--- config.mk ---
export PLATFORM = sky130hd
export DESIGN_NAME = next_fit_id_allocator_core
export DESIGN_NICKNAME = d
export VERILOG_FILES = /design/src/rtl/core/nfa_pkg.sv /design/src/rtl/core/nfa_map_ram.sv /design/src/rtl/core/next_fit_id_allocator_core.sv
export SDC_FILE = /design/constraint.sdc
export NUM_CORES = 2
export LEC_CHECK = 0
export BUFFER_PORTS_ARGS = -buffer_cell sky130_fd_sc_hd__buf_2
export CORE_MARGIN = 2
export CORE_UTILIZATION = 35
export CTS_BUF_LIST = sky130_fd_sc_hd__clkbuf_8
export DETAILED_ROUTE_END_ITERATION = 7
export GPL_TIMING_DRIVEN = 0
export PLACE_DENSITY = 0.47
export SLEW_MARGIN = 20
export SYNTH_ARGS = -nofsm -noshare
export SYNTH_HDL_FRONTEND = slang
export SYNTH_SLANG_ARGS = --single-unit
--- constraint.sdc ---
create_clock -name i_clk -period 24 [get_ports i_clk]
set_input_delay 0 -clock i_clk [delete_from_list [all_inputs] [get_ports i_clk]]
set_output_delay 0 -clock i_clk [all_outputs]
set_load 0.01 [all_outputs]
--- src/rtl/core/nfa_pkg.sv ---
package nfa_pkg;

    // The used-bit map is stored as 64-bit words.
    localparam int WORD_W     = 64;
    localparam int WORD_SHIFT = 6;

    localparam logic [1:0] OP_ALLOC  = 2'd0;
    localparam logic [1:0] OP_LOOKUP = 2'd1;
    localparam logic [1:0] OP_FREE   = 2'd2;

    localparam logic [1:0] ST_OK          = 2'd0;
    localparam logic [1:0] ST_EXHAUSTED   = 2'd1;
    localparam logic [1:0] ST_NOT_IN_USE  = 2'd2;

    // Position of the lowest set bit of a map word.
    function automatic logic [WORD_SHIFT-1:0] first_set(input logic [WORD_W-1:0] v);
        logic [WORD_SHIFT-1:0] pos;
        pos = '0;
        for (int i = WORD_W - 1; i >= 0; i--) begin
            if (v[i]) begin
                pos = WORD_SHIFT'(i);
            end
        end
        return pos;
    endfunction

endpackage

--- src/rtl/core/nfa_map_ram.sv ---
module nfa_map_ram
    import nfa_pkg::*;
#(
    parameter int DEPTH = 16,
    parameter int AW    = 4
) (
    input  logic              i_clk,
    input  logic              i_we,
    input  logic [AW-1:0]     i_waddr,
    input  logic [WORD_W-1:0] i_wdata,
    input  logic [AW-1:0]     i_raddr,
    output logic [WORD_W-1:0] o_rdata
);

    logic [WORD_W-1:0] r_mem [DEPTH];
    logic [WORD_W-1:0] r_rdata;

    always_ff @(posedge i_clk) begin
        if (i_we) begin
            r_mem[i_waddr] <= i_wdata;
        end
    end

    always_ff @(posedge i_clk) begin
        r_rdata <= r_mem[i_raddr];
    end

    assign o_rdata = r_rdata;

endmodule

--- src/rtl/core/next_fit_id_allocator_core.sv ---
// Next-fit identifier allocator. One used bit per identifier lives in a
// single-port-write, registered-read memory of 64-bit words. After reset the
// block runs a clearing pass over all ceil(ID_SPACE/64) map words (16 at
// the default size) before it takes its first item; configuration writes
// are taken throughout. An allocate reads the map one word per cycle within
// each pass, starting at the word of the next-candidate pointer, and scans
// at most ceil(ID_SPACE/64) + 1 words. A scan that wraps to the wrap target
// restarts its reads at the word of the wrap target. Lookup and free read
// one word. A finished result waits in the output register while the next
// item is already being processed.
module next_fit_id_allocator_core
    import nfa_pkg::*;
#(
    parameter int ID_SPACE = 1024
) (
    input  logic       i_clk,
    input  logic       i_rst_n,

    input  logic       i_valid,
    output logic       o_ready,
    input  logic [1:0] i_opcode,
    input  logic [9:0] i_target_id,

    output logic       o_valid,
    input  logic       i_ready,
    output logic [9:0] o_result_id,
    output logic [1:0] o_status,

    input  logic       i_cfg_valid,
    output logic       o_cfg_ready,
    input  logic [9:0] i_cfg_first_dynamic_id
);

    localparam int MAP_WORDS = (ID_SPACE + WORD_W - 1) / WORD_W;
    localparam int WA_W      = (MAP_WORDS > 1) ? $clog2(MAP_WORDS) : 1;
    localparam int ID_W      = $clog2(ID_SPACE);

    typedef enum logic [4:0] {
        S_CLEAR = 5'b00001,
        S_IDLE  = 5'b00010,
        S_SCAN  = 5'b00100,
        S_CHECK = 5'b01000,
        S_RESP  = 5'b10000
    } t_state;

    t_state            r_state, n_state;
    logic [9:0]        r_fdi;
    logic [ID_W-1:0]   r_next, n_next;
    logic [WA_W-1:0]   r_clr, n_clr;
    logic [1:0]        r_op, n_op;
    logic [9:0]        r_tgt, n_tgt;
    logic [WA_W-1:0]   r_rd_w, n_rd_w;
    logic [WA_W-1:0]   r_dw, n_dw;
    logic              r_dv, n_dv;
    logic              r_iss_done, n_iss_done;
    logic              r_phase_b, n_phase_b;
    logic              r_two, n_two;
    logic [WA_W-1:0]   r_first_w, n_first_w;
    logic [WA_W-1:0]   r_last_w, n_last_w;
    logic [WORD_W-1:0] r_lo_mask, n_lo_mask;
    logic [WORD_W-1:0] r_hi_mask, n_hi_mask;
    logic [9:0]        r_res_id, n_res_id;
    logic [1:0]        r_res_st, n_res_st;
    logic              r_out_valid;
    logic [9:0]        r_out_id;
    logic [1:0]        r_out_st;

    logic              mem_we;
    logic [WA_W-1:0]   mem_waddr;
    logic [WORD_W-1:0] mem_wdata;
    logic [WA_W-1:0]   mem_raddr;
    logic [WORD_W-1:0] mem_rdata;

    logic [ID_W-1:0]   wt;
    logic              setup_b;
    logic [31:0]       lo32;
    logic [31:0]       hi_last32;
    logic [WA_W-1:0]   su_first_w;
    logic [WA_W-1:0]   su_last_w;
    logic [WORD_W-1:0] su_lo_mask;
    logic [WORD_W-1:0] su_hi_mask;
    logic [WORD_W-1:0] scan_mask;
    logic [WORD_W-1:0] free_bits;
    logic [31:0]       found32;
    logic [WA_W-1:0]   tgt_word;
    logic [WA_W-1:0]   in_word;
    logic              tgt_hit;
    logic              out_load;

    nfa_map_ram #(
        .DEPTH(MAP_WORDS),
        .AW   (WA_W)
    ) u_map (
        .i_clk  (i_clk),
        .i_we   (mem_we),
        .i_waddr(mem_waddr),
        .i_wdata(mem_wdata),
        .i_raddr(mem_raddr),
        .o_rdata(mem_rdata)
    );

    // Wrap target: an out-of-range first dynamic identifier wraps to zero.
    assign wt = (32'(r_fdi) < 32'(ID_SPACE)) ? ID_W'(32'(r_fdi)) : '0;

    // Scan range setup. The first pass covers [pointer, ID_SPACE); when the
    // pointer is above the wrap target a second pass covers [wrap, pointer).
    assign setup_b    = (r_state == S_SCAN);
    assign lo32       = setup_b ? 32'(wt) : 32'(r_next);
    assign hi_last32  = setup_b ? (32'(r_next) - 32'd1) : 32'(ID_SPACE - 1);
    assign su_first_w = WA_W'(lo32 >> WORD_SHIFT);
    assign su_last_w  = WA_W'(hi_last32 >> WORD_SHIFT);
    assign su_lo_mask = {WORD_W{1'b1}} << lo32[WORD_SHIFT-1:0];
    assign su_hi_mask = {WORD_W{1'b1}} >>
                        (WORD_SHIFT'(WORD_W - 1) - hi_last32[WORD_SHIFT-1:0]);

    assign scan_mask = ((r_dw == r_first_w) ? r_lo_mask : {WORD_W{1'b1}}) &
                       ((r_dw == r_last_w) ? r_hi_mask : {WORD_W{1'b1}});
    assign free_bits = ~mem_rdata & scan_mask;
    assign found32   = (32'(r_dw) << WORD_SHIFT) | 32'(first_set(free_bits));

    assign tgt_word  = WA_W'(32'(r_tgt) >> WORD_SHIFT);
    assign in_word   = WA_W'(32'(i_target_id) >> WORD_SHIFT);
    assign tgt_hit   = mem_rdata[r_tgt[WORD_SHIFT-1:0]];
    assign mem_raddr = (r_state == S_IDLE) ? in_word : r_rd_w;

    assign out_load  = (r_state == S_RESP) && (!r_out_valid || i_ready);

    always_comb begin
        n_state    = r_state;
        n_next     = r_next;
        n_clr      = r_clr;
        n_op       = r_op;
        n_tgt      = r_tgt;
        n_rd_w     = r_rd_w;
        n_dw       = r_dw;
        n_dv       = r_dv;
        n_iss_done = r_iss_done;
        n_phase_b  = r_phase_b;
        n_two      = r_two;
        n_first_w  = r_first_w;
        n_last_w   = r_last_w;
        n_lo_mask  = r_lo_mask;
        n_hi_mask  = r_hi_mask;
        n_res_id   = r_res_id;
        n_res_st   = r_res_st;
        mem_we     = 1'b0;
        mem_waddr  = r_clr;
        mem_wdata  = '0;

        unique case (r_state)
            S_CLEAR: begin
                mem_we    = 1'b1;
                mem_waddr = r_clr;
                mem_wdata = '0;
                if (r_clr == WA_W'(MAP_WORDS - 1)) begin
                    n_state = S_IDLE;
                end else begin
                    n_clr = r_clr + 1'b1;
                end
            end
            S_IDLE: begin
                if (i_valid) begin
                    n_op  = i_opcode;
                    n_tgt = i_target_id;
                    if (i_opcode == OP_ALLOC) begin
                        n_first_w  = su_first_w;
                        n_last_w   = su_last_w;
                        n_lo_mask  = su_lo_mask;
                        n_hi_mask  = su_hi_mask;
                        n_rd_w     = su_first_w;
                        n_iss_done = 1'b0;
                        n_dv       = 1'b0;
                        n_phase_b  = 1'b0;
                        n_two      = (r_next > wt);
                        n_state    = S_SCAN;
                    end else if (32'(i_target_id) >= 32'(ID_SPACE)) begin
                        n_res_id = i_target_id;
                        n_res_st = ST_NOT_IN_USE;
                        n_state  = S_RESP;
                    end else begin
                        n_state = S_CHECK;
                    end
                end
            end
            S_SCAN: begin
                // Stream one word read per cycle; the registered read returns the data in the next cycle.
                if (!r_iss_done) begin
                    n_dv = 1'b1;
                    n_dw = r_rd_w;
                    if (r_rd_w == r_last_w) begin
                        n_iss_done = 1'b1;
                    end else begin
                        n_rd_w = r_rd_w + 1'b1;
                    end
                end else begin
                    n_dv = 1'b0;
                end
                if (r_dv) begin
                    if (|free_bits) begin
                        mem_we    = 1'b1;
                        mem_waddr = r_dw;
                        mem_wdata = mem_rdata |
                                    ({{(WORD_W-1){1'b0}}, 1'b1} << first_set(free_bits));
                        n_res_id  = found32[9:0];
                        n_res_st  = ST_OK;
                        if (found32 == 32'(ID_SPACE - 1)) begin
                            n_next = wt;
                        end else begin
                            n_next = ID_W'(found32 + 32'd1);
                        end
                        n_state = S_RESP;
                    end else if (r_dw == r_last_w) begin
                        if (!r_phase_b && r_two) begin
                            n_phase_b  = 1'b1;
                            n_first_w  = su_first_w;
                            n_last_w   = su_last_w;
                            n_lo_mask  = su_lo_mask;
                            n_hi_mask  = su_hi_mask;
                            n_rd_w     = su_first_w;
                            n_iss_done = 1'b0;
                            n_dv       = 1'b0;
                        end else begin
                            n_res_id = '0;
                            n_res_st = ST_EXHAUSTED;
                            n_state  = S_RESP;
                        end
                    end
                end
            end
            S_CHECK: begin
                n_res_id = r_tgt;
                if (tgt_hit) begin
                    n_res_st = ST_OK;
                    if (r_op == OP_FREE) begin
                        mem_we    = 1'b1;
                        mem_waddr = tgt_word;
                        mem_wdata = mem_rdata &
                                    ~({{(WORD_W-1){1'b0}}, 1'b1} << r_tgt[WORD_SHIFT-1:0]);
                    end
                end else begin
                    n_res_st = ST_NOT_IN_USE;
                end
                n_state = S_RESP;
            end
            S_RESP: begin
                if (out_load) begin
                    n_state = S_IDLE;
                end
            end
            default: begin
                n_state = S_IDLE;
            end
        endcase
    end

    always_ff @(posedge i_clk) begin
        if (!i_rst_n) begin
            r_state    <= S_CLEAR;
            r_next     <= ID_W'(1);
            r_clr      <= '0;
            r_dv       <= 1'b0;
            r_iss_done <= 1'b0;
            r_phase_b  <= 1'b0;
        end else begin
            r_state    <= n_state;
            r_next     <= n_next;
            r_clr      <= n_clr;
            r_dv       <= n_dv;
            r_iss_done <= n_iss_done;
            r_phase_b  <= n_phase_b;
        end
    end

    always_ff @(posedge i_clk) begin
        r_op      <= n_op;
        r_tgt     <= n_tgt;
        r_rd_w    <= n_rd_w;
        r_dw      <= n_dw;
        r_two     <= n_two;
        r_first_w <= n_first_w;
        r_last_w  <= n_last_w;
        r_lo_mask <= n_lo_mask;
        r_hi_mask <= n_hi_mask;
        r_res_id  <= n_res_id;
        r_res_st  <= n_res_st;
    end

    always_ff @(posedge i_clk) begin
        if (!i_rst_n) begin
            r_fdi <= 10'd1;
        end else if (i_cfg_valid) begin
            r_fdi <= i_cfg_first_dynamic_id;
        end
    end

    // Output register: a result waits here until its transfer completes.
    always_ff @(posedge i_clk) begin
        if (!i_rst_n) begin
            r_out_valid <= 1'b0;
        end else if (out_load) begin
            r_out_valid <= 1'b1;
        end else if (i_ready) begin
            r_out_valid <= 1'b0;
        end
    end

    always_ff @(posedge i_clk) begin
        if (out_load) begin
            r_out_id <= r_res_id;
            r_out_st <= r_res_st;
        end
    end

    assign o_ready     = (r_state == S_IDLE);
    assign o_valid     = r_out_valid;
    assign o_result_id = r_out_id;
    assign o_status    = r_out_st;
    assign o_cfg_ready = 1'b1;

endmodule

Yosys cells after proc, flatten, opt, wreduce, memory -nomap -nowiden
Memory sizes are Yosys's and may differ from the RTL's. A register that Yosys moved wholly into a read port is not among the register bits.
Index checks and enable logic that the tools add are counted.
{"block": "totals", "n_memories": 1, "input_bits": 27, "ram_bits": 1024, "reg_bits": 214, "elab_cells": 251, "output_inout_bits": 15}
{"name": "u_map.r_mem", "words": 16, "width": 64, "rd": 1, "rd_ports_with_merged_regs": 1, "wr": 1, "line": "nfa_map_ram.sv:15", "rtl": "logic [WORD_W-1:0] r_mem [DEPTH];"}
{"block": "op_classes", "n_addsub": 5, "n_reduce_logical": 19, "n_bitwise": 9, "eq_ne": 21, "order_cmp": 2, "muxes": 169, "shift": 4}
{"operator": "$mux 64", "n": 18}
{"operator": "$mux 6", "n": 67}
{"operator": "$pmux 64 s2", "n": 3}
{"operator": "$and 64x64->64", "n": 3}
{"operator": "$not 64->64", "n": 2}
{"operator": "$shl 1x6->64 const A", "n": 2}
{"operator": "$mux 4", "n": 24}
{"operator": "$mux 10", "n": 7}
{"operator": "$or 64x64->64", "n": 1}
{"operator": "$reduce_or 64->1", "n": 1}
{"operator": "$shl 64x6->64 const A", "n": 1}
{"operator": "$shr 64x6->64 const A", "n": 1}
{"operator": "$mux 5", "n": 7}
{"operator": "$pmux 4 s2", "n": 4}
{"operator": "$mux 1", "n": 26}
{"operator": "$pmux 5 s5", "n": 1}
{"operator": "$pmux 10 s2", "n": 1}
{"operator": "$eq 4x4->1", "n": 3}
{"operator": "$add 10x1->10 const B", "n": 1}
{"operator": "$eq 10x10->1 const B", "n": 1}
{"operator": "$gt 10x10->1", "n": 1}
{"operator": "$mux 2", "n": 5}
{"operator": "$ne 2x2->1 const B", "n": 5}
{"operator": "$or 10x6->10", "n": 1}
{"operator": "29 further kinds", "n": 43}

Logic depth before layout (Yosys ltp)
{"block": "logic_depth", "word_depth": 76, "ltp_mapped": 23, "depth_no_buf": 18}

Cells and area by module
Synthesis repeated with hierarchy kept, for this count alone.
{"block": "hier_totals", "cells_unflattened": 3169, "area_unflattened_um2": 53387.5}
{"mod": "nfa_map_ram", "cells_per_inst": 1647, "n_inst": 1, "seq_area_each_um2": 32030.7, "area_per_inst_um2": 39583.0}
{"mod": "next_fit_id_allocator_core", "cells_per_inst": 1522, "n_inst": 1, "seq_area_each_um2": 6035.8, "area_per_inst_um2": 13804.5}

Worst setup path after synthesis
Ideal clock, no wire load.
{"block": "synth_timing", "path_type": "register to register", "startpoint": "register r_dw[0]", "endpoint": "register r_first_w[0] (enable)", "stages_incl_launch_ff": 14, "n_path_buf": 3, "arrival_ps": 12303, "synth_period_minus_slack_ps": 13115, "required_time_ps": 23187, "setup_slack_ps": 10885, "path_cell_list": "edfxtp_1 -> buf_4 -> xnor2_2 -> and4_4 -> buf_6 -> a21oi_1 -> a22o_1 -> a2111oi_2 -> and4b_1 -> nor3b_1 -> and2_1 -> nand4_1 -> clkbuf_1 -> o21ai_0"}
{"block": "synth_via", "elab_chain_cells": 7, "elab_cells_between_ends": 10, "classes_between": "eq/ne: 4; mux: 2; bitwise: 2; reduce/logical: 2"}
{"item": "start, declared", "line": "next_fit_id_allocator_core.sv:53", "rtl": "logic [WA_W-1:0] r_dw, n_dw;"}
{"item": "start signal, assigned", "line": "next_fit_id_allocator_core.sv:278", "rtl": "r_dw <= n_dw;"}
{"item": "$eq 4x4->1, on equally long branches", "line": "next_fit_id_allocator_core.sv:116, next_fit_id_allocator_core.sv:117, next_fit_id_allocator_core.sv:212"}
{"item": "$mux 64, on equally long branches", "line": "next_fit_id_allocator_core.sv:116, next_fit_id_allocator_core.sv:117"}
{"item": "$and 64x64->64", "line": "next_fit_id_allocator_core.sv:116", "rtl": "assign scan_mask = ((r_dw == r_first_w) ? r_lo_mask : {WORD_W{1'b1}}) &"}
{"item": "$and 64x64->64", "line": "next_fit_id_allocator_core.sv:118", "rtl": "assign free_bits = ~mem_rdata & scan_mask;"}
{"item": "$reduce_or 64->1", "line": "next_fit_id_allocator_core.sv:199", "rtl": "if (|free_bits) begin"}
{"item": "$ne 2x2->1 (no line)"}
{"item": "$reduce_and 7->1 (no line) (*)"}
{"item": "end signal, assigned", "line": "next_fit_id_allocator_core.sv:280", "rtl": "r_first_w <= n_first_w;"}
{"item": "end, declared", "line": "next_fit_id_allocator_core.sv:58", "rtl": "logic [WA_W-1:0] r_first_w, n_first_w;"}
Mark *: on every way between the ends. The rest lies on a longest branch, timed or not.
A chain may end at the register's enable or synchronous reset.

Worst setup path after layout
{"block": "layout_timing", "startpoint": "register r_dw[0]", "endpoint": "memory u_map.r_mem[15][3], data pin"}
{"block": "layout_via", "elab_chain_cells": 76, "elab_cells_between_ends": 79, "classes_between": "eq/ne: 2; shift: 1; mux: 72; bitwise: 3; reduce/logical: 1"}
{"item": "$eq 4x4->1, on equally long branches", "line": "next_fit_id_allocator_core.sv:116, next_fit_id_allocator_core.sv:117"}
{"item": "$mux 64, on equally long branches", "line": "next_fit_id_allocator_core.sv:116, next_fit_id_allocator_core.sv:117"}
{"item": "$and 64x64->64 (*)", "line": "next_fit_id_allocator_core.sv:116"}
{"item": "$and 64x64->64 (*)", "line": "next_fit_id_allocator_core.sv:118"}
{"item": "$mux 6 (10 in series)", "line": "nfa_pkg.sv:20", "rtl": "if (v[i]) begin"}
{"item": "$mux 6 (9 in series)"}
{"item": "$mux 6 (7 in series)", "line": "nfa_pkg.sv:20"}
{"item": "$mux 6 (9 in series)"}
{"item": "[... 30 more ...]"}
{"item": "$mux 6", "line": "next_fit_id_allocator_core.sv:198", "rtl": "if (r_dv) begin"}
{"item": "$mux 6", "line": "next_fit_id_allocator_core.sv:150", "rtl": "unique case (r_state)"}
{"item": "$shl 1x6->64", "line": "next_fit_id_allocator_core.sv:203", "rtl": "({{(WORD_W-1){1'b0}}, 1'b1} << first_set(free_bits));"}
{"item": "$or 64x64->64", "line": "next_fit_id_allocator_core.sv:202", "rtl": "mem_wdata = mem_rdata |"}
{"item": "$mux 64 (*)", "line": "next_fit_id_allocator_core.sv:199"}
{"item": "$mux 64 (*)", "line": "next_fit_id_allocator_core.sv:198"}
{"item": "$pmux 64 s2 (*)", "line": "next_fit_id_allocator_core.sv:150"}
{"item": "net mem_wdata[3]", "line": "next_fit_id_allocator_core.sv:70", "rtl": "logic [WORD_W-1:0] mem_wdata;"}
{"item": "end, declared", "line": "nfa_map_ram.sv:15"}
Mark *: on every way through the listed nets, which the timed path passes. The rest lies on a longest branch. The select of a mux whose other input is x is not followed.

==> results by group <==
Global route
  – Largest net degree at the start of global routing: 26
  – Initial antenna violation count: 8
  – Total GRT Usage: 21.55%
  – First-pass GRT wire length: 240.6 mm
  – Total global routing overflow: 0
  – Number of global-route vias before repair: 32,513

Floorplan
  – Die W: 394.9 um
  – Rows: 143
  – Die area: 155,900 sq um
  – Starting density of the core: 35.20%
  – Ports: 42
  – Chip Height: 394.9 um
  – Core area: 151,900 sq um

Detailed routing
  – Number of DRC markers in iteration 0: 3,407
  – Drt first pass iters: 5
  – DR vias/cell: 5.494
  – Routed Antenna Nets: 0
  – Vias: 32,251
  – Routed wire length: 168.4 mm
  – Remaining routing DRC violations: 0
  – Routed wire per std cell: 28.69 um

Clock tree
  – Number of CTS-inserted buffers: 215
  – Clk_lat worst skew: 0.96 ns
  – H-tree levels: 4
  – CTS clock-pin slew for the worst setup and hold paths: 0.06 ns
  – Clock tree buffer depth: 3
  – TritonCTS clock tree: done
  – Clk Tree Root Cell: clkbuf_8
  – Clock sink count: 1,300

Power and ir drop
  – VDD IR max: 57.15 uV
  – Power Dens Cells: 78.90 nW/um^2
  – Leakage: 18.83 nW

Finish
  – P&R area growth vs syn: 18.09%
  – Fin util: 41.57%
  – Most frequent cells in the layout: edfxtp_1 (1,203), mux4_2 (277), nand2_1 (239), clkbuf_8 (228), inv_1 (173)
  – Post-layout nets: 3,698
  – Design Area, Final: 63,150 sq um
  – Share of layout cells above drive strength 1: 21.78%
  – Commonest non-fill, non-tap cell in the layout: edfxtp_1

Placement
  – Placer congestion estimate: 0.9620
  – Setup WS pre-CTS: 16.01 ns
  – IO Port Bufs: 39
  – DP Area: 58,310 sq um
  – Post-DP HPWL: 118.1 mm

Timing
  – Fin Hold WS: 0.1954 ns
  – Fin. max-slew vios: 0
  – Post-route clock period utilization: 32.93%
  – Final hold violation count: 0
  – Measured slew at the worst slew-check pin: 1.093 ns
  – RSZ-0062 raised after global routing: false
  – Fmax: 126.6 MHz
  – Final Setup Violations: 0
  – Final Skew: 0.06679 ns
  – Setup ws final: 16.10 ns
  – Final worst path period need: 7.902 ns
  – Setup_tns: 0 ns
  – Worst slew margin: 26.45%

Yosys
  – Number of synthesized flops with an enable pin: 1,203
  – Syn Area/Cell: 16.50 sq um
  – Ys async rst share: 0%
  – Sequential fraction of the synthesis area: 71.19%
  – Yosys reg bits: 1,300
  – Top_reg_cell synth: edfxtp_1
  – Syn Nets: 3,287
  – Syn Std Cell Area: 53,470 sq um
  – Number of library cell types mapped by synthesis: 93
  – Yosys warns: 0
  – Gate Count Post-Synth: 3,241

Outcome
  – Status: finished clean

Setup path
  – Worst Path Class, Setup: register to register
  – Arrival @ worst endpoint: 8.51 ns
  – Crit path launch type: register
  – Crit end category: register
  – CP Max Fanout: 16
  – Required @ worst endpoint: 24.61 ns

Flow run
  – Max Cap Violations: 0

Hold path
  – HP Class: primary input to register
## through the flow
stage               total power [W]  instances
floorplan                  0.002919       3241
global placement           0.003126       5310
detailed placement         0.003148       5395
CTS                        0.005028       5868
global route               0.005163       5869
finish                     0.004982       5870
## logic make-up after synthesis
logic type,share of synthesized area [%]
xor gates and xnor gates,0.4048
muxes,12.10
and+or+nand+nor,5.614
buffers and inverters,2.169
AOI/OAI and AO/OA,8.070
other,0.007013
adders and majority gates,0.4446
DFF,71.19
## state kept, by name, indices dropped and copies added, names as in the netlist, 5 cells and up
signal and flops:
r_res_id 10, r_hi_mask 63, u_map.r_mem 1024, o_result_id 10, r_lo_mask 63, r_state 5
r_next 10, r_fdi 10, r_tgt 10, u_map.o_rdata 64
## cells in the mapped netlist, types with 33 or more instances
library cell  number  area, sq um
buf_1             33        123.9
clkbuf_1         133        499.2
edfxtp_1        1203        36120
a211oi_1          72        540.5
inv_1             95        356.6
dfxtp_1           97         1942
a21oi_1          207         1036
a31oi_1           74        462.9
o21ai_0          171        855.8
nor2_1           130        488.0
mux4_2           277         6238
nand2_1          239        897.1
and2_1            88        550.5
## metal layers
| metal | track usage (%) | up-vias | share of wire, % |
|---|---|---|---|
| met5 | 0 | - | 0 |
| met4 | 6.904 | 0 | 2.9 |
| met3 | 3.856 | 273 | 5.7 |
| met1 | 30.00 | 17029 | 44 |
| met2 | 34.30 | 1166 | 47 |
| li1 | - | 13783 | - |
## final timing paths
| kind | startpoint | end | slack [ns] | cells past startpoint |
|---|---|---|---|---|
| setup / recovery | r_dw[0] | u_map.r_mem[15][3] | 16.10 | 21 |
| hold / removal | i_rst_n | r_state[0] | 0.20 | 4 |
| setup reg to reg | r_dw[0] | u_map.r_mem[15][3] | 16.10 | 21 |
| hold reg to reg | r_res_id[3] | o_result_id[3] | 0.41 | 0 |
## final cells by class
type,instances,area (sq um)
diodes,2,5.005
plain buffers,188,812.0
clock buffers,228,3138
clock inverters,175,957.2
fillers,13765,88760
inverters,98,372.9
multi-input cells,1655,14630
flip-flops and latches,1300,38070
well taps,2030,2540
repair buffers,194,2626
## power breakdown
part	switching (W)	internal [W]	leakage, nW
Sequential	0.0000967	0.00261	10.7
Clock	0.000924	0.000939	2.38
Combinational	0.000263	0.000153	5.77
## repair_timing
item	4_1_cts	5_1_grt
buffers inserted	0	0
endpoints found under the hold margin	92	0
gates resized for setup	0	0
hold buffers	70	0
## worst max-delay path: stages (launching register included)
cell and delay (ns):
edfxtp_1 0.36, buf_4 0.20, xnor2_2 0.15, nand4_1 0.26, buf_2 0.34, buf_6 0.20, clkbuf_1 0.49, buf_2 0.44
o22ai_1 0.13, o32ai_1 0.16, a221oi_1 0.16, a2111oi_0 0.46, o21ai_0 0.32, a211oi_1 0.74, o2bb2ai_1 0.19, o21ai_0 0.33
inv_1 0.19, ha_1 0.37, ha_1 0.61, nor2b_1 0.58, a21oi_1 0.16, a21oi_2 0.69
Power figures use the tool's default switching activity.
